`config.mk`:
```
export PLATFORM = sky130hd
export DESIGN_NAME = cvr_outq
export DESIGN_NICKNAME = d
export VERILOG_FILES = /design/src/cvr_outq.sv
export SDC_FILE = /design/constraint.sdc
export NUM_CORES = 1
export LEC_CHECK = 0
export BUFFER_PORTS_ARGS = -buffer_cell sky130_fd_sc_hd__buf_2
export CORE_UTILIZATION = 45
export DETAILED_ROUTE_END_ITERATION = 6
export PLACE_DENSITY = 0.73
export SKIP_CTS_REPAIR_TIMING = 1
export SLEW_MARGIN = 20
export SYNTH_ARGS = -nofsm -noshare
export SYNTH_HDL_FRONTEND = slang
export SYNTH_SLANG_ARGS = --single-unit
```
`constraint.sdc`:
```
create_clock -name clk -period 1.7 [get_ports clk]
set_input_delay 0.17 -clock clk [delete_from_list [all_inputs] [get_ports clk]]
set_output_delay 0.17 -clock clk [all_outputs]
set_load 0.02 [all_outputs]
```
`src/cvr_outq.sv`:
```
module cvr_outq (
  input  logic               clk,
  input  logic               rst,
  input  logic               wr_en,
  input  logic signed [15:0] wr_data,
  output logic               q_full,
  output logic               empty,
  input  logic               pop,
  output logic signed [15:0] out_sample
);

  logic signed [15:0] slot [2];
  logic               rd_ptr;
  logic               wr_ptr;
  logic [1:0]         count;
  logic               accept;
  logic               take;

  assign q_full     = (count == 2'd2);
  assign empty      = (count == 2'd0);
  assign out_sample = slot[rd_ptr];
  assign accept     = wr_en && !q_full;
  assign take       = pop && !empty;

  always_ff @(posedge clk) begin
    if (accept) begin
      slot[wr_ptr] <= wr_data;
    end
  end

  always_ff @(posedge clk) begin
    if (rst) begin
      rd_ptr <= 1'b0;
      wr_ptr <= 1'b0;
      count  <= 2'd0;
    end else begin
      if (accept) begin
        wr_ptr <= ~wr_ptr;
      end
      if (take) begin
        rd_ptr <= ~rd_ptr;
      end
      unique case ({accept, take})
        2'b10:   count <= count + 2'd1;
        2'b01:   count <= count - 2'd1;
        default: count <= count;
      endcase
    end
  end

endmodule

```
# After elaboration in Yosys (flattened, before gate mapping)
# Memory sizes are Yosys's and may differ from the RTL's. A register that Yosys moved wholly into a read port is not among the register bits.
# Index checks and enable logic that the tools add are counted.
[op_classes]
add_sub_neg = 2
n_eq_ne = 3
muxes = 5
bitwise = 2
n_reduce_logical = 6
[op_table]
columns = ["cell", "n"]
rows = [
  ["equality test 2 bit (second input constant)", 2],
  ["2-to-1 mux 1 bit", 4],
  ["case mux 2 bit (2 select lines)", 1],
  ["adder 2 x 1 -> 2 bit (second input constant)", 1],
  ["equality test 2 x 1 -> 1 bit (second input constant)", 1],
  ["logical AND 1 bit", 2],
  ["zero test 1 bit", 2],
  ["zero test 2 bit", 1],
  ["inverter 1 bit", 2],
  ["nonzero test 2 bit", 1],
  ["subtractor 2 x 1 -> 2 bit (second input constant)", 1],
]
[word_totals]
ff_bits = 4
mem_bits_rw = 32
output_inout_bits = 18
elab_cells = 22
mem_count = 1
[memory_table]
columns = ["name", "depth", "width", "rd", "rd_ports_with_merged_regs", "wr", "line_no", "source"]
rows = [
  ["slot", 2, 16, 1, 1, 1, "12", "logic signed [15:0] slot [2];"],
]

# Logic depth before layout (Yosys ltp)
[logic_depth]
ltp_word = 5
ltp_mapped = 6
depth_no_buf = 6

# Worst setup path after synthesis
# OpenSTA, ideal clock, no wires.
[synth_timing]
path_type = "register to register"
from = "register count[0]"
to = "memory slot[0][0], enable pin"
setup_ps = 364
arrival_time_ps = 1273
required_ps = 1336
setup_slack_ps = 63
path_stages_with_launch = 5
n_path_buf = 0
synth_period_minus_slack_ps = 1637
cell_sequence = "dfxtp_1 > nand2b_2 > inv_2 > or3_1 > inv_1"
[synth_via]
elab_chain_cells = 5
[synth_rtl]
columns = ["item", "line_no", "source"]
rows = [
  ["start: declaration", "15", "logic [1:0] count;"],
  ["start signal: assignment", "44", "2'b10: count <= count + 2'd1;"],
  ["start signal: assignment", "45", "2'b01: count <= count - 2'd1;"],
  ["start signal: assignment", "46", "default: count <= count;"],
  ["equality test 2 bit", "19", "assign q_full = (count == 2'd2);"],
  ["named net q_full", "6", "output logic q_full,"],
  ["zero test 1 bit", "22", "assign accept = wr_en && !q_full;"],
  ["logical AND 1 bit", "22", ""],
  ["2-to-1 mux 1 bit", "26", "if (accept) begin"],
  ["2-to-1 mux 1 bit (not written as such)", "27", "slot[wr_ptr] <= wr_data;"],
  ["end: declaration", "12", ""],
]
# The timed path passes the listed nets, and every way through them passes these cells.

==> results.py <==
metrics = {
    "outcome": {
        "status": "complete, but fails checks",
        "violations": "DRC",
    },
    "setup_path": {
        "r2r_cells": 5,
        "required_ns": 1.53,
        "cp-end-kind": "primary output",
        "cp_max_fo": 12,
        "crit_arrival_ns": 1.40,
        "path_class": "register to primary output",
        "startpoint_type": "register",
    },
    "placed_design": {
        "io_buffers": 37,
        "gp_congestion": 0.662,
        "dp.cells": 146,
        "dp_hpwl_mm": 1.61,
    },
    "synthesis": {
        "yosysWarnings": 0,
        "synth_cell_types": 18,
        "avgSynthCellArea_um2": 18.1,
        "syn_inst": 76,
        "synthArstFlopShare_pct": 0,
        "syn-num-nets": 97,
        "synth-main-ff-cell": "edfxtp_1",
        "synth_area_um2": 1380,
        "synth-edff-count": 32,
        "ys_ff_latch": 37,
        "synth.yosys.seq_area_share_pct": 77.2,
    },
    "sta": {
        "fin_crit_ns": 1.57,
        "slew_violations": 0,
        "timing.fmax_mhz": 636,
        "rsz0062_at_grt": "false",
        "fin_skew_ns": 0.00627,
        "setup_viol": 0,
        "worst-slew-pin-transition_ns": 0.290,
        "slew_headroom_pct": 80.6,
        "post-route-period-util_pct": 92.5,
        "whs_ns": 0.0243,
        "hold_viol": 0,
    },
    "power_and_ir_drop": {
        "vdd_drop_max_uv": 811,
        "p_leak_nw": 0.665,
        "power_density_nw_per_um2": 1500,
    },
    "detailed_routing": {
        "drtIter0Drc": 17,
        "wirelength_mm": 2.24,
        "drtAntennaViolNets": 0,
        "first_pass_iters": 6,
        "vias": 788,
        "wl_per_cell_um": 14.5,
        "avgViaCountPerCell": 5.12,
        "drc_errors": 4,
    },
    "floorplanning": {
        "initial_core_util_pct": 48.6,
        "coreArea_um2": 2830,
        "die_area_um2": 3280,
        "die_h_um": 57.3,
        "die_x_um": 57.3,
        "ios": 38,
        "row_count": 19,
    },
    "run": {
        "maxCapViolations": 0,
    },
    "finish": {
        "layout_common_cells": "37 x buf_2, 32 x edfxtp_1, 9 x mux2_2",
        "final_nets": 143,
        "antennaDiodeCount": 0,
        "area.growth.synth_to_final_pct": 23.2,
        "nFillCells": 223,
        "drive_gt1_share_pct": 47.2,
        "final_common_cell": "buf_2",
        "stdcell_count": 154,
    },
    "grt": {
        "antenna_found_initial": 0,
        "grt_max_degree": 13,
        "grt.overflow.total": 0,
        "grt_pass1_vias": 823,
        "grtUsageTotal_pct": 16.0,
        "grt_pass1_wl_mm": 3.64,
    },
    "min_path": {
        "whs_path_depth": 1,
        "worstHoldPathType": "input pin to register",
    },
    "clock_network": {
        "worstSkewPairLatency_ns": 0.33,
        "cts_tree": "yes",
        "cts_root_buf": "clkbuf_4",
        "cts_inserted_buffers": 5,
        "htree_levels": 2,
        "clkSinkCount": 37,
        "clk_pin_slew_ns": 0.10,
        "cts_buffer_depth": 2,
    },
}
-- layout make-up --
type	instances	area (um2)	area share [%]
well taps	31	38.8	2.29
flip-flops and latches	37	1060	62.7
repair buffers	41	240	14.2
clock buffers	8	48.8	2.88
inverters	3	11.3	0.665
multi-input cells	34	293	17.3
-- synthesized netlist by cell type, types with 2 or more instances --
cell type | count | area share (%)
nor2_1 | 4 | 1.1
dfxtp_1 | 5 | 7.3
or3_1 | 2 | 0.91
mux2_1 | 7 | 5.7
buf_2 | 2 | 0.73
edfxtp_1 | 32 | 70
xnor2_1 | 2 | 1.3
mux2_2 | 9 | 7.4
a21oi_1 | 2 | 0.73
o21ai_0 | 2 | 0.73
inv_1 | 2 | 0.55
-- sequential cells by signal (all words and copies together), names as in the netlist, named ones only --
name / flops
wr_ptr: 1
slot: 32
count: 2
rd_ptr: 1
-- power breakdown --
part	internal, mW	switching (mW)	leakage (nW)
Combinational	0.390	0.488	0.298
Sequential	1.16	0.0805	0.341
Clock	0.165	0.257	0.0265
-- cells by family after synthesis --
| kind of cell | count (synthesis) | share of synthesized area [%] |
|---|---|---|
| adder cells (fa/ha/maj) | 1 | 0.910 |
| flip-flops | 37 | 77.2 |
| AND/OR/NAND/NOR | 9 | 3.37 |
| AO/OA/AOI/OAI | 5 | 2.00 |
| XOR/XNOR | 3 | 1.91 |
| buffers and inverters | 5 | 1.55 |
| multiplexers | 16 | 13.1 |
-- routing by layer --
layer | vias to the layer above | share of wire, % | global-route usage, %
li1 | 374 | - | -
met1 | 383 | 38 | 16.3
met2 | 26 | 54 | 28.1
met3 | 5 | 5.5 | 4.99
met4 | 0 | 2.6 | 10.5
met5 | - | 0 | 0
-- metrics by stage --
stage / utilization, % / worst slack, ns / cell area, um2 / power [mW] / setup TNS, ns
floorplan: - / 0.0633 / 1380 / 1.83 / 0
global placement: 58.1 / 0.217 / 1640 / 2.11 / 0
detailed placement: 58.1 / 0.148 / 1640 / 2.15 / 0
CTS: 59.8 / -0.00415 / 1690 / 2.58 / -0.00433
global route: 59.9 / 0.0378 / 1690 / 2.68 / 0
finish: 59.9 / 0.127 / 1690 / 2.54 / 0
-- worst paths after layout --
check	start	to	slack [ns]
hold reg to reg	wr_ptr$_SDFFE_PP0P_	wr_ptr$_SDFFE_PP0P_	0.51
hold / removal	wr_data[0]	slot[0][0]$_DFFE_PP_	0.02
setup / recovery	register	out_sample[12]	0.13
setup reg to reg	count[0]$_SDFFE_PP0P_	count[1]$_SDFFE_PP0P_	0.13
-- critical path, cell delays in order (launching register included) --
cell,delay [ns]
dfxtp_2,0.42
buf_12,0.16
mux2_1,0.33
buf_2,0.16
Power figures use the tool's default switching activity.
